==> src/gcd_pkg.sv <==
// ----------------------------------------------------------------------------
// Great circle distance package
// Shared types, fixed point constants and arithmetic helpers for the
// haversine distance pipeline.
// ----------------------------------------------------------------------------
package gcd_pkg;

  // Angles in units of 2^-24 degree, wide enough for a longitude difference.
  localparam int ANGLE_W = 35;
  typedef logic signed [ANGLE_W-1:0] angle_t;

  // CORDIC datapath word (Q30 values and angle accumulators).
  localparam int CW = 34;
  typedef logic signed [CW-1:0] cordic_t;

  // Clamped Q30 sine and cosine values, and nonnegative Q30 magnitudes.
  typedef logic signed [31:0] qval_t;
  typedef logic [30:0] qmag_t;

  localparam angle_t DEG90  = 35'sd1509949440;
  localparam angle_t DEG180 = 35'sd3019898880;
  localparam angle_t DEG360 = 35'sd6039797760;

  localparam cordic_t CORDIC_K = 34'sd652032874;
  localparam cordic_t Q_ONE    = 34'sd1073741824;

  // Arctangent of 2^-i in units of 2^-24 degree.
  localparam logic [29:0] ARC_TABLE [32] = '{
    30'd754974720, 30'd445687602, 30'd235489089, 30'd119537938, 30'd60000934,
    30'd30029717, 30'd15018523, 30'd7509720, 30'd3754917, 30'd1877466,
    30'd938734, 30'd469367, 30'd234684, 30'd117342, 30'd58671, 30'd29335,
    30'd14668, 30'd7334, 30'd3667, 30'd1833, 30'd917, 30'd458, 30'd229,
    30'd115, 30'd57, 30'd29, 30'd14, 30'd7, 30'd4, 30'd2, 30'd1, 30'd0
  };

  // Radians per degree scaled by 2^32; times an angle in 2^-24 degree the product is in radians * 2^56.
  localparam logic [26:0] RAD_PER_DEG  = 27'd74961321;
  localparam logic [23:0] DIST_MAX     = 24'hFFFFFF;
  localparam logic [23:0] RADIUS_RESET = 24'd1013453;

  // Arctangent table entry as a datapath word.
  function automatic cordic_t arc(int unsigned i);
    return $signed({4'b0000, ARC_TABLE[i]});
  endfunction

  // Arithmetic right shift that truncates toward zero.
  function automatic cordic_t shr0(cordic_t v, int unsigned s);
    cordic_t mag;
    mag = v[CW-1] ? -v : v;
    mag = mag >> s;
    return v[CW-1] ? -mag : mag;
  endfunction

  // Clamp a datapath word to [-1, 1] in Q30.
  function automatic qval_t clamp_q(cordic_t v);
    cordic_t r;
    if (v > Q_ONE) begin
      r = Q_ONE;
    end else if (v < -Q_ONE) begin
      r = -Q_ONE;
    end else begin
      r = v;
    end
    return r[31:0];
  endfunction

  // Q30 product, truncated toward zero.
  function automatic qval_t qmul(qval_t a, qval_t b);
    logic [31:0] ma;
    logic [31:0] mb;
    logic [63:0] p;
    qval_t       r;
    ma = a[31] ? 32'(-a) : 32'(a);
    mb = b[31] ? 32'(-b) : 32'(b);
    p  = 64'(ma) * 64'(mb);
    r  = $signed(p[61:30]);
    return (a[31] != b[31]) ? -r : r;
  endfunction

endpackage

==> src/gcd_scale.sv <==
// ----------------------------------------------------------------------------
// Distance scaling
// Converts the half central angle to radians, multiplies by the radius and
// by two, rounds and saturates to the output width.
// ----------------------------------------------------------------------------
module gcd_scale import gcd_pkg::*; (
  input  logic        clk,
  input  logic        rst,
  input  logic        en,
  input  logic        in_valid,
  input  qmag_t       angle,
  input  logic [23:0] radius,
  output logic        out_valid,
  output logic [23:0] distance
);

  logic        v1;
  logic        v2;
  logic [57:0] rad_prod;
  logic [32:0] rad;
  logic [56:0] dist_prod;
  logic [57:0] rounded;
  logic [26:0] quot;

  assign rad_prod = 58'(angle) * 58'(RAD_PER_DEG);
  assign rounded  = 58'(dist_prod) + (58'd1 << 30);
  assign quot     = rounded[57:31];

  always_ff @(posedge clk) begin
    if (rst) begin
      v1        <= 1'b0;
      v2        <= 1'b0;
      out_valid <= 1'b0;
    end else if (en) begin
      v1        <= in_valid;
      v2        <= v1;
      out_valid <= v2;
    end
  end

  // Radians, then radius product, then round and saturate.
  always_ff @(posedge clk) begin
    if (en) begin
      rad       <= rad_prod[56:24];
      dist_prod <= 57'(rad) * 57'(radius);
      distance  <= (quot > 27'(DIST_MAX)) ? DIST_MAX : quot[23:0];
    end
  end

endmodule

==> config.mk <==
export PLATFORM = sky130hd
export DESIGN_NAME = gcd_scale
export DESIGN_NICKNAME = d
export VERILOG_FILES = /design/src/gcd_pkg.sv /design/src/gcd_scale.sv
export SDC_FILE = /design/constraint.sdc
export NUM_CORES = 2
export LEC_CHECK = 0
export ABC_AREA = 0
export BUFFER_PORTS_ARGS = -buffer_cell sky130_fd_sc_hd__buf_2
export CAP_MARGIN = 20
export CORE_UTILIZATION = 58
export CTS_CLUSTER_SIZE = 10
export DETAILED_ROUTE_END_ITERATION = 10
export PLACE_DENSITY = 0.75
export SYNTH_ARGS = -nofsm -noshare
export SYNTH_HDL_FRONTEND = slang
export SYNTH_SLANG_ARGS = --single-unit
==> constraint.sdc <==
create_clock -name clk -period 9.27 [get_ports clk]
set_clock_uncertainty 0.2 [all_clocks]
set_input_delay 0.4635 -clock clk [delete_from_list [all_inputs] [get_ports clk]]
set_output_delay 0.4635 -clock clk [all_outputs]
set_load 0.05 [all_outputs]
== Yosys cells after proc, flatten, opt, wreduce, memory -nomap -nowiden ==
Cells that the tools add are included.
Storage, ports and cells
  bits in registers: 117
  input port bits: 59
  output and inout bits: 25
  logic and storage cells: 10
Cells by class
  add/subtract/negate cells: 1
  $mul: 2
  order comparisons: 1
Operators with widths (number)
  57-bit by 31-bit adder with 58-bit output (second input constant): 1
  31-bit by 27-bit multiplier with 57-bit output (second input constant): 1
  33-bit by 24-bit multiplier with 57-bit output: 1
  27-bit by 24-bit greater-than comparator with 1-bit output (second input constant): 1

== Depth between registers and ports, before layout ==
  word-level depth: 2
  depth in mapped cells: 26
  gate-level depth less buffers: 25

== Worst setup path after synthesis ==
Ideal clock, no wire load.
  path type: in2reg
  from: in radius[4]
  to: reg dist_prod[51], data pin
  setup time: 0.259 ns
  data arrival time: 6.598 ns
  required time: 8.811 ns
  path slack: 2.212 ns
  stages on the path: 25
  path buffers: 1
  cell sequence: clkbuf_1 -> nand2_1 -> fa_1 -> inv_1 -> fa_1 -> inv_1 -> fa_1 -> fa_1 -> fa_1 -> inv_1 -> fa_1 -> inv_1 -> fa_1 -> inv_1 -> ha_1 -> nand4_1 -> or3_1 -> nor4_1 -> nor3_1 -> o21ai_1 -> a31oi_1 -> o21ai_1 -> a21o_1 -> a41oi_1 -> xnor2_1
Between the ends
  cells in the longest elaborated chain, start to end: 1
RTL lines
  from (decl): RTL line gcd_scale.sv:12  | input logic [23:0] radius,
  33-bit by 24-bit multiplier with 57-bit output: RTL line gcd_scale.sv:45  | dist_prod <= 57'(rad) * 57'(radius);
  to (signal assigned): RTL line gcd_scale.sv:45
  to (decl): RTL line gcd_scale.sv:21  | logic [56:0] dist_prod;
Every way passes these cells.
A chain may end at the register's enable or synchronous reset.

== Final worst setup path ==
  from: reg rad[9]
  to: reg dist_prod[52], data pin
Between the ends
  cells in the longest elaborated chain, start to end: 1
RTL lines
  from (decl): RTL line gcd_scale.sv:20  | logic [32:0] rad;
  from (signal assigned): RTL line gcd_scale.sv:44  | rad <= rad_prod[56:24];
  33-bit by 24-bit multiplier with 57-bit output: RTL line gcd_scale.sv:45
Every way passes these cells.

==> run_results.csv <==
group,metric,value,unit
yosys,seq_area_frac_synth,6.13,%
yosys,syn_area_per_cell,9.60,µm²
sta,setup-tns-final,0,ns
finish,areaGrowthSynthToFinish,4.00,%
yosys,synth-edff-count,84,
sta,timing.hold.ws,0.0719,ns
setup_path,critical_path_class,"reg2reg",
sta,max_freq,121,MHz
yosys,syn_area,0.0422,mm²
sta,maxSlewViolCount,0,
hold_path,hp-start,"rst",
grt,gr-usage-all-layers,29.0,%
sta,report.final.hold_viol_count,0,
detailed_routing,drtIter0Drc,2010,
grt,busiest_layer,"met2",
sta,rsz0062_at_grt,"no",
setup_path,cp-start-kind,"flop",
yosys,ys_warn_count,0,
clock_tree,cts_made_buffers,9,
clock_tree,clkSinkCount,87,
setup_path,worstPathArrival,8.24,ns
sta,finalCriticalPeriod,8.26,ns
clock_tree,cts.clk_slew.worst_paths,0.07,ns
detailed_routing,antenna_left,0,
finish,fin_nets,5948,
yosys,ys_async_sr_fraction,0,%
yosys,synth_top_area_share,49.1,%
detailed_routing,drcViolationCount,0,
clock_tree,root_buffer,"clkbuf_16",
detailed_routing,wl_per_cell,19.2,µm
clock_tree,cts_tree,"done",
setup_path,cp.required,9.26,ns
yosys,synth_cell_type_count,63,
setup_path,crit_fanout,24,
grt,use_met3,3.65,%
setup_path,cp-startpoint,"rad[9]$_DFFE_PP_",
placed_design,dp_hpwl,86100,µm
yosys,syn_nets,5956,
grt,grt_max_degree,88,
detailed_routing,via_per_inst,5.45,
floorplanning,io_pins,84,
grt,grt_pass1_vias,31500,
finish,utilization,61.1,%
placed_design,numPortBuffers,83,
grt,grt_pass1_wl,166000,µm
sta,slew_headroom,21.9,%
placed_design,gp_congestion,0.942,
floorplanning,core-area,0.0717,mm²
setup_path,timing.rr.start,"rad[9]$_DFFE_PP_",
floorplanning,die_h,272,µm
setup_path,critPathCaptureType,"flop",
sta,finalSetupViolations,0,
sta,fin_crit_sh,89.1,%
grt,grtUsageMet1,38.8,%
clock_tree,cts_buffer_depth,2,
hold_path,hp-class,"in2reg",
detailed_routing,drt-pass1-iter-count,9,
floorplanning,fp.dieArea,0.0738,mm²
clock_tree,cts_setup_buffers,0,
yosys,synthCells,4391,
yosys,ys_top_cells_by_area,"fa_1 (49%), ha_1 (14%), inv_1 (11%), and2_1 (6.3%), edfxtp_1 (6.0%)",
sta,worst_pin_slew,1.17,ns
floorplanning,die_x,272,µm
yosys,synth_ff_type,"edfxtp_1",
clock_tree,cts_resized,0,
yosys,synth_seq_cells,87,
grt,gr-usage-met2,48.2,%
clock_tree,ctsHoldBuffers,0,
detailed_routing,routed_wl,102000,µm
yosys,yosysTopAreaCell,"fa_1",
finish,drive_gt1_share,3.51,%
finish,fill_cells,6037,
job,drv_cap,0,
clock_tree,htree_levels,3,
grt,grt_antenna_before_repair,3,
grt,gr-total-overflow,0,
floorplanning,start_util,58.8,%
outcome,status,"finished clean",
floorplanning,rows,98,
detailed_routing,route.vias.total,29100,
clock_tree,insertion_delay,0.37,ns
[synth_stat cells, types with 4 or more instances]
library cell  number
nand4_1           18
a41oi_1            4
and4_1             6
nand3_1           25
o21ai_0           42
inv_1           1267
clkbuf_1         143
o21a_1             9
nor3_1            15
mux2i_1            4
edfxtp_1          84
and2_1           422
ha_1             472
nor2_1            50
o211ai_1           4
xor2_1            37
o21bai_1          11
nor2b_1           11
a211oi_1           9
a31oi_1           12
fa_1            1034
and3_1            10
a21oi_1           85
nand2_1          462
xnor2_1           44
or3_1              4
a21o_1            48
[per-stage QoR]
stage	cell area (µm²)	worst slack, ns	cells
floorplan	42200	2.21	4391
global placement	43500	1.22	5321
global route	43800	0.754	5339
CTS	43800	1.18	5337
detailed placement	43500	1.03	5321
finish	43800	1.01	5340
[cells by family (layout without fill, tap and decap cells)]
kind of cell	after synthesis	count (layout)	share of synthesized area [%]
fa+ha+maj	1506	1506	63.1
buf+inv	1412	1409	12.6
simple gates	1034	1034	12.3
compound gates	266	266	4.13
flops	87	87	6.13
xor+xnor	81	81	1.68
mux	5	5	0.122
other cells	0	2	0
[worst paths after layout]
path	cells past startpoint	slack, ns	endpoint
max	22	1.01	dist_prod[52]$_DFFE_PP_
min	2	0.07	v1$_SDFFE_PP0P_
max reg2reg	22	1.01	dist_prod[52]$_DFFE_PP_
min reg2reg	2	0.31	v1$_SDFFE_PP0P_
[flip-flops by register name (all words and copies together) (netlist names)]
signal and flops:
rad 33, v1 1, out_valid 1, distance 24, dist_prod 27, v2 1
[per-layer routing]
layer	vias up	wire length, µm
met4	0	4280
met1	15000	41600
li1	12800	-
met2	1072	49700
met3	223	6680
met5	-	0
[worst max-delay path, cell delays in order (launching register included)]
cell and delay, ns:
edfxtp_1 1.10, nand2_1 0.18, fa_1 0.53, fa_1 0.55, inv_1 0.06, fa_1 0.49, inv_1 0.05, fa_1 0.54
inv_1 0.06, fa_1 0.48, fa_1 0.54, fa_1 0.42, ha_1 0.38, nand4_1 0.17, or3_1 0.39, nor3_1 0.20
o2111ai_1 0.15, nand3_1 0.32, a22oi_1 0.28, a21o_1 0.28, o221a_2 0.28, and3_1 0.18, a311oi_1 0.22
[layout make-up]
cell class,instances,area (µm²),area share (%)
clock buffer,9,225,0.514
clock inverter,7,61.3,0.140
multi-input combinational,2892,34300,78.2
timing repair buffer,126,753,1.72
sequential,87,2580,5.89
inverter,1267,4760,10.8
antenna,2,5.00,0.0114
tap,950,1190,2.71
[cell usage in the layout, fill, tap and decap left out, drive strengths merged, types with 18 or more instances in the layout]
master / n
a21o: 48
buf: 126
nor2: 50
ha: 472
xor2: 37
nand3: 25
a21oi: 85
xnor2: 44
fa: 1034
inv: 1272
o21ai: 45
edfxtp: 84
nand4: 18
nand2: 462
and2: 424
Power is not shown: default switching activity piles up to over one toggle a cycle in this logic, so the estimate is an artifact.
