`src/gcd_pkg.sv`:
```
// ----------------------------------------------------------------------------
// Great circle distance package
// Shared types, fixed point constants and arithmetic helpers for the
// haversine distance pipeline.
// ----------------------------------------------------------------------------
package gcd_pkg;

  // Angles in units of 2^-24 degree, wide enough for a longitude difference.
  localparam int ANGLE_W = 35;
  typedef logic signed [ANGLE_W-1:0] angle_t;

  // CORDIC datapath word (Q30 values and angle accumulators).
  localparam int CW = 34;
  typedef logic signed [CW-1:0] cordic_t;

  // Clamped Q30 sine and cosine values, and nonnegative Q30 magnitudes.
  typedef logic signed [31:0] qval_t;
  typedef logic [30:0] qmag_t;

  localparam angle_t DEG90  = 35'sd1509949440;
  localparam angle_t DEG180 = 35'sd3019898880;
  localparam angle_t DEG360 = 35'sd6039797760;

  localparam cordic_t CORDIC_K = 34'sd652032874;
  localparam cordic_t Q_ONE    = 34'sd1073741824;

  // Arctangent of 2^-i in units of 2^-24 degree.
  localparam logic [29:0] ARC_TABLE [32] = '{
    30'd754974720, 30'd445687602, 30'd235489089, 30'd119537938, 30'd60000934,
    30'd30029717, 30'd15018523, 30'd7509720, 30'd3754917, 30'd1877466,
    30'd938734, 30'd469367, 30'd234684, 30'd117342, 30'd58671, 30'd29335,
    30'd14668, 30'd7334, 30'd3667, 30'd1833, 30'd917, 30'd458, 30'd229,
    30'd115, 30'd57, 30'd29, 30'd14, 30'd7, 30'd4, 30'd2, 30'd1, 30'd0
  };

  // Radians per degree scaled by 2^32; times an angle in 2^-24 degree the product is in radians * 2^56.
  localparam logic [26:0] RAD_PER_DEG  = 27'd74961321;
  localparam logic [23:0] DIST_MAX     = 24'hFFFFFF;
  localparam logic [23:0] RADIUS_RESET = 24'd1013453;

  // Arctangent table entry as a datapath word.
  function automatic cordic_t arc(int unsigned i);
    return $signed({4'b0000, ARC_TABLE[i]});
  endfunction

  // Arithmetic right shift that truncates toward zero.
  function automatic cordic_t shr0(cordic_t v, int unsigned s);
    cordic_t mag;
    mag = v[CW-1] ? -v : v;
    mag = mag >> s;
    return v[CW-1] ? -mag : mag;
  endfunction

  // Clamp a datapath word to [-1, 1] in Q30.
  function automatic qval_t clamp_q(cordic_t v);
    cordic_t r;
    if (v > Q_ONE) begin
      r = Q_ONE;
    end else if (v < -Q_ONE) begin
      r = -Q_ONE;
    end else begin
      r = v;
    end
    return r[31:0];
  endfunction

  // Q30 product, truncated toward zero.
  function automatic qval_t qmul(qval_t a, qval_t b);
    logic [31:0] ma;
    logic [31:0] mb;
    logic [63:0] p;
    qval_t       r;
    ma = a[31] ? 32'(-a) : 32'(a);
    mb = b[31] ? 32'(-b) : 32'(b);
    p  = 64'(ma) * 64'(mb);
    r  = $signed(p[61:30]);
    return (a[31] != b[31]) ? -r : r;
  endfunction

endpackage

```
`src/gcd_sqrt.sv`:
```
// ----------------------------------------------------------------------------
// Square root pipeline
// Exact bit-by-bit integer root of a Q30 value, one result bit per stage.
// ----------------------------------------------------------------------------
module gcd_sqrt import gcd_pkg::*; (
  input  logic  clk,
  input  logic  rst,
  input  logic  en,
  input  logic  in_valid,
  input  qmag_t radicand,
  output logic  out_valid,
  output qmag_t root
);

  localparam int STAGES = 32;

  logic [63:0] rem  [STAGES+1];
  logic [63:0] res  [STAGES+1];
  logic        vl   [STAGES+1];

  assign rem[0] = 64'(radicand) << 30;
  assign res[0] = '0;
  assign vl[0]  = in_valid;

  for (genvar k = 0; k < STAGES; k++) begin : g_bit
    localparam logic [63:0] BIT = 64'd1 << (62 - 2 * k);
    logic [63:0] trial;

    assign trial = res[k] + BIT;

    always_ff @(posedge clk) begin
      if (rst) begin
        vl[k+1] <= 1'b0;
      end else if (en) begin
        vl[k+1] <= vl[k];
      end
    end

    // Keep the bit when the trial fits under the remainder.
    always_ff @(posedge clk) begin
      if (en) begin
        if (rem[k] >= trial) begin
          rem[k+1] <= rem[k] - trial;
          res[k+1] <= (res[k] >> 1) + BIT;
        end else begin
          rem[k+1] <= rem[k];
          res[k+1] <= res[k] >> 1;
        end
      end
    end
  end

  assign out_valid = vl[STAGES];
  assign root      = res[STAGES][30:0];

endmodule

```
`config.mk`:
```
export PLATFORM = sky130hd
export DESIGN_NAME = gcd_sqrt
export DESIGN_NICKNAME = d
export VERILOG_FILES = /design/src/gcd_pkg.sv /design/src/gcd_sqrt.sv
export SDC_FILE = /design/constraint.sdc
export NUM_CORES = 2
export LEC_CHECK = 0
export BUFFER_PORTS_ARGS = -buffer_cell sky130_fd_sc_hd__buf_2
export CORE_MARGIN = 2
export CORE_UTILIZATION = 58
export DETAILED_ROUTE_END_ITERATION = 12
export PLACE_DENSITY = 0.8
export SYNTH_ARGS = -nofsm -noshare
export SYNTH_HDL_FRONTEND = slang
export SYNTH_SLANG_ARGS = --single-unit
```
`constraint.sdc`:
```
create_clock -name clk -period 3.7 [get_ports clk]
set_input_delay 1.11 -clock clk [delete_from_list [all_inputs] [get_ports clk]]
set_output_delay 1.11 -clock clk [all_outputs]
set_load 0.02 [all_outputs]
```
[Word-level counts from Yosys, hierarchy flattened]
Index checks and enable logic that the tools add are counted.
Word-level totals
  output and inout port bits: 32
  register bits: 4031
Cells by class
  $add $sub $neg: 93
  mux-type cells: 63
  order comparisons: 32
Operators by type and width (count)
  $ge 64x64->1: 31
  $mux 63: 31
  $mux 64: 30
  $sub 64x64->64: 30
  $add 63x11->64 const B: 1
  $add 63x13->64 const B: 1
  $add 63x15->64 const B: 1
  $add 63x17->64 const B: 1
  $add 63x19->64 const B: 1
  $add 63x21->64 const B: 1
  $add 63x23->64 const B: 1
  $add 63x25->64 const B: 1
  $add 63x27->64 const B: 1
  $add 63x29->64 const B: 1
  $add 63x3->64 const B: 1
  $add 63x31->64 const B: 1
  $add 63x33->64 const B: 1
  $add 63x35->64 const B: 1
  $add 63x37->64 const B: 1
  $add 63x39->64 const B: 1
  $add 63x41->64 const B: 1
  $add 63x43->64 const B: 1
  $add 63x45->64 const B: 1
  $add 63x47->64 const B: 1
  46 further kinds: 46

[Longest topological paths before layout]
  depth in word-level cells: 3
  depth in mapped cells: 16

[Worst setup path after synthesis]
OpenSTA, ideal clock, no wires.
  path kind: reg2reg
  start: register res[528] (netlist name)
  end: register rem[495] (netlist name) (data pin)
  stages on the path, launching flop included: 15
  period minus slack after synthesis: 3.596 ns
  path slack: 0.104 ns
  library setup time: 0.271 ns
  arrival time: 3.326 ns
  cells stage by stage: edfxtp_1 > inv_1 > ha_1 > inv_1 > fa_1 > nor2b_1 > o31a_1 > o211ai_1 > a21boi_0 > a41o_1 > a21oi_1 > or4b_2 > clkbuf_1 > o41ai_1 > o21ai_0
On the way
  cells in the longest elaborated chain, start to end: 3
  elaborated cells between the ends (all ways): 4
  classes of those cells: add/sub: 2; order compare: 1; mux: 1
Ends and longest elaborated chain
  start: declaration: line gcd_sqrt.sv:18  | logic [63:0] res [STAGES+1];
  start signal: indexed assignment: line gcd_sqrt.sv:44  | res[k+1] <= (res[k] >> 1) + BIT;
  start signal: indexed assignment: line gcd_sqrt.sv:47  | res[k+1] <= res[k] >> 1;
  $add 64x15->64 (*): line gcd_sqrt.sv:29  | assign trial = res[k] + BIT;
  $sub 64x64->64 / $ge 64x64->1 (equally long branches): line gcd_sqrt.sv:43, gcd_sqrt.sv:42
  $mux 64 (*): line gcd_sqrt.sv:42  | if (rem[k] >= trial) begin
  end signal: indexed assignment: line gcd_sqrt.sv:43  | rem[k+1] <= rem[k] - trial;
  end signal: indexed assignment: line gcd_sqrt.sv:46  | rem[k+1] <= rem[k];
  end: declaration: line gcd_sqrt.sv:17  | logic [63:0] rem [STAGES+1];
Mark *: on every way between the ends. The rest lies on a longest branch, timed or not.
A chain may end at the register's enable or synchronous reset.

[Worst setup path after layout]
  start: register rem[594] (netlist name)
  end: register rem[565] (netlist name) (data pin)
On the way
  cells in the longest elaborated chain, start to end: 2
  elaborated cells between the ends (all ways): 3
  classes of those cells: add/sub: 1; order compare: 1; mux: 1
Ends and longest elaborated chain (line)
  $sub 64x64->64 / $ge 64x64->1 (equally long branches): gcd_sqrt.sv:43, gcd_sqrt.sv:42
  $mux 64 (*): gcd_sqrt.sv:42
Marks and branches as above.

==> results.cfg <==
[worst_setup_path]
worst_ep_required_time_ns = 4.25
slowest_stage = or4b_4
max_stage_delay_ns = 0.49
path_class = reg -> reg
arrival_ns = 4.23
r2r.worst_path.cells = 12
crit_path_end_kind = register
path_cells = buf_6 -> ha_4 -> a211oi_4 -> o211ai_1 -> a41oi_1 -> buf_4 -> o21ai_4 -> or3_4 -> a41oi_2 -> or4b_4 -> or4_4 -> xnor2_2
crit_fanout = 3
start_kind = register

[sta]
finalSetupViolCount = 0
period_needed_ns = 3.685
rsz0062_at_grt = yes
period_share = 0.9961
setup_ws_ns = 0.01459
slew_headroom = 0.4300
fmax_mhz = 271.3
report.final.hold_viol_count = 0
fin_skew_ns = 0.06794
maxSlewViolCount = 0
worst_pin_slew_ns = 0.8335

[cells_and_area]
nFillCells = 11480
layout.nets = 9175
n_antenna_cell = 0
syn2layout_area_growth_pct = 12.88
fin_util = 0.6589
drive_gt1_frac = 0.1013

[floorplanning]
ios = 67
core_mm2 = 0.1606
rows = 147
die_h_um = 406.0
dieArea_mm2 = 0.1648
start_util = 0.5837
dieWidth_um = 406.0

[synthesis]
synth_area_mm2 = 0.09372
synthTopCellsByCount = 1741 x edfxtp_1, 646 x inv_1, 645 x nand2_1
yosys.area.top_type = edfxtp_1
synth.distinct_cells = 92
synthFlopType = edfxtp_1
synth_area_per_cell_um2 = 11.39
ys_seq_elements = 1773
synthTopCellsByArea = edfxtp_1 56%, ha_1 6.6%, xnor2_1 3.9%, xor2_1 3.7%, a21oi_1 2.7%
synthCells = 8232
yosysMostFrequentCell = edfxtp_1
yosysSeqAreaShare = 0.5647
synthArstFlopShare = 0
synth_edf_count = 1741
synth_top_area_frac = 0.5578
yosysWarnings = 0

[global_routing]
grt_util_all_layers = 0.2581
grt-busiest-layer = met2
use_met3 = 0.03788
grtUsageMet2 = 0.4494
grt_use_met1 = 0.3266
antenna_found_initial = 0
grt_max_degree = 118
grt_pass1_wl_mm = 340.1
grt_pass1_vias = 64340
overflow = 0

[clock_network]
clk_latency_ns = 0.87
cts_buffers = 183
path_clk_slew_ns = 0.06
cts_hold_buf = 0
cts_tree = built
cts.sinks = 1773
clockBufferDepth = 3
root_buffer = clkbuf_16
htreeDepth = 4

[worst_hold_path]
min_path_cells = 1
worstHoldPathType = in -> reg

[route]
wl_per_cell_um = 19.65
viasPerCell = 6.001
postRouteAntennaNets = 0
drt-initial-drc-count = 6350
first_pass_iters = 6
routed_wl_mm = 215.1
vias = 65690
drc = 0

[place]
dpl.hpwl_mm = 156.8
gp_congestion = 0.9499
pre_cts_slack_ns = -0.4420
port-buffer-count = 66

[pwr]
peakVddDrop_mv = 0.4886
power.density_mw_per_mm2 = 579.2
power_mw = 61.27
leakage_nw = 40.95

[flow_run]
cap_violations = 0

[status]
status = finished clean
worst paths after layout:
kind / start / slack (ns) / to
min reg2reg: rem[2017] / 0.42 / rem[1953]
max: rem[594] / 0.01 / rem[565]
max reg2reg: rem[594] / 0.01 / rem[565]
min: radicand[4] / 0.42 / rem[2018]
layout by cell type, fill, tap and decap left out, types with 303 or more instances in the layout:
| cell type | count |
|---|---|
| a21oi_1 | 499 |
| xnor2_1 | 416 |
| ha_1 | 491 |
| buf_4 | 303 |
| nor2_1 | 608 |
| edfxtp_1 | 1741 |
| nand2_1 | 644 |
| inv_1 | 643 |
| xor2_1 | 400 |
| o21ai_0 | 444 |
cell type report:
class	count	area [µm²]	share of cell area
inverters	649	2439	0.02305
clock buffers	218	4711	0.04453
well taps	2160	2703	0.02555
repair buffers	399	3186	0.03011
flip-flops and latches	1773	52920	0.5002
clock inverters	121	1565	0.01480
multi-input cells	5626	38270	0.3618
layer usage:
layer	up-vias	wire [µm]
met2	2392	107900
met3	532	12770
met1	31690	86630
li1	31080	-
met4	0	7735
met5	-	0
cell families (layout without fill, tap and decap cells):
kind of cell    after synthesis  after routing  share of synthesized area
fa+ha+maj                   508            508                    0.06894
other cells                   1              2                 0.00004001
simple gates               2514           2515                     0.1332
mux                          86             86                   0.009812
compound gates             1698           1698                     0.1130
buf+inv                     835           1387                    0.03395
xor+xnor                    817            817                    0.07635
flops                      1773           1773                     0.5647
registers in the layout, indices dropped and copies added, names as in the netlist:
register   count
out_valid      1
rem         1245
res          465
root          31
vl            31
where the power goes:
part	leakage [nW]	total (mW)	internal, mW	switching, mW
clock network	2.99	18.9	10.9	8.05
registers	16.7	27.7	25.6	2.15
logic	21.3	14.6	6.12	8.49
total	41.0	61.3	42.6	18.7
critical path: cells and delay by family, from the launching register on:
kind            cells  cell delay [ns]
flops               1             0.45
fa+ha+maj           1             0.24
xor+xnor            1             0.15
compound gates      5             0.90
buf+inv             2             0.33
simple gates        3             1.30
stage by stage:
stage / cells / setup TNS (ns) / hold WS, ns / instance area, µm²
after floorplan: 8233 / 0 / 0.4003 / 93730
after global placement: 10580 / -8.189 / 0.4011 / 98710
after detailed placement: 10580 / -11.03 / 0.4045 / 98710
after CTS: 10930 / 0 / 0.3485 / 105200
after global routing: 10950 / -0.3912 / 0.3666 / 105800
final: 10950 / 0 / 0.4165 / 105800
repair_timing:
| item | CTS | global route |
|---|---|---|
| endpoints found under the setup margin | 141 | 282 |
| resized for setup | 34 | 101 |
| setup buffers | 7 | 20 |
| hold endpoints to repair | 0 | 0 |
| gates cloned | 0 | 1 |
| pin swaps | 10 | 33 |
Power figures use the tool's default switching activity.
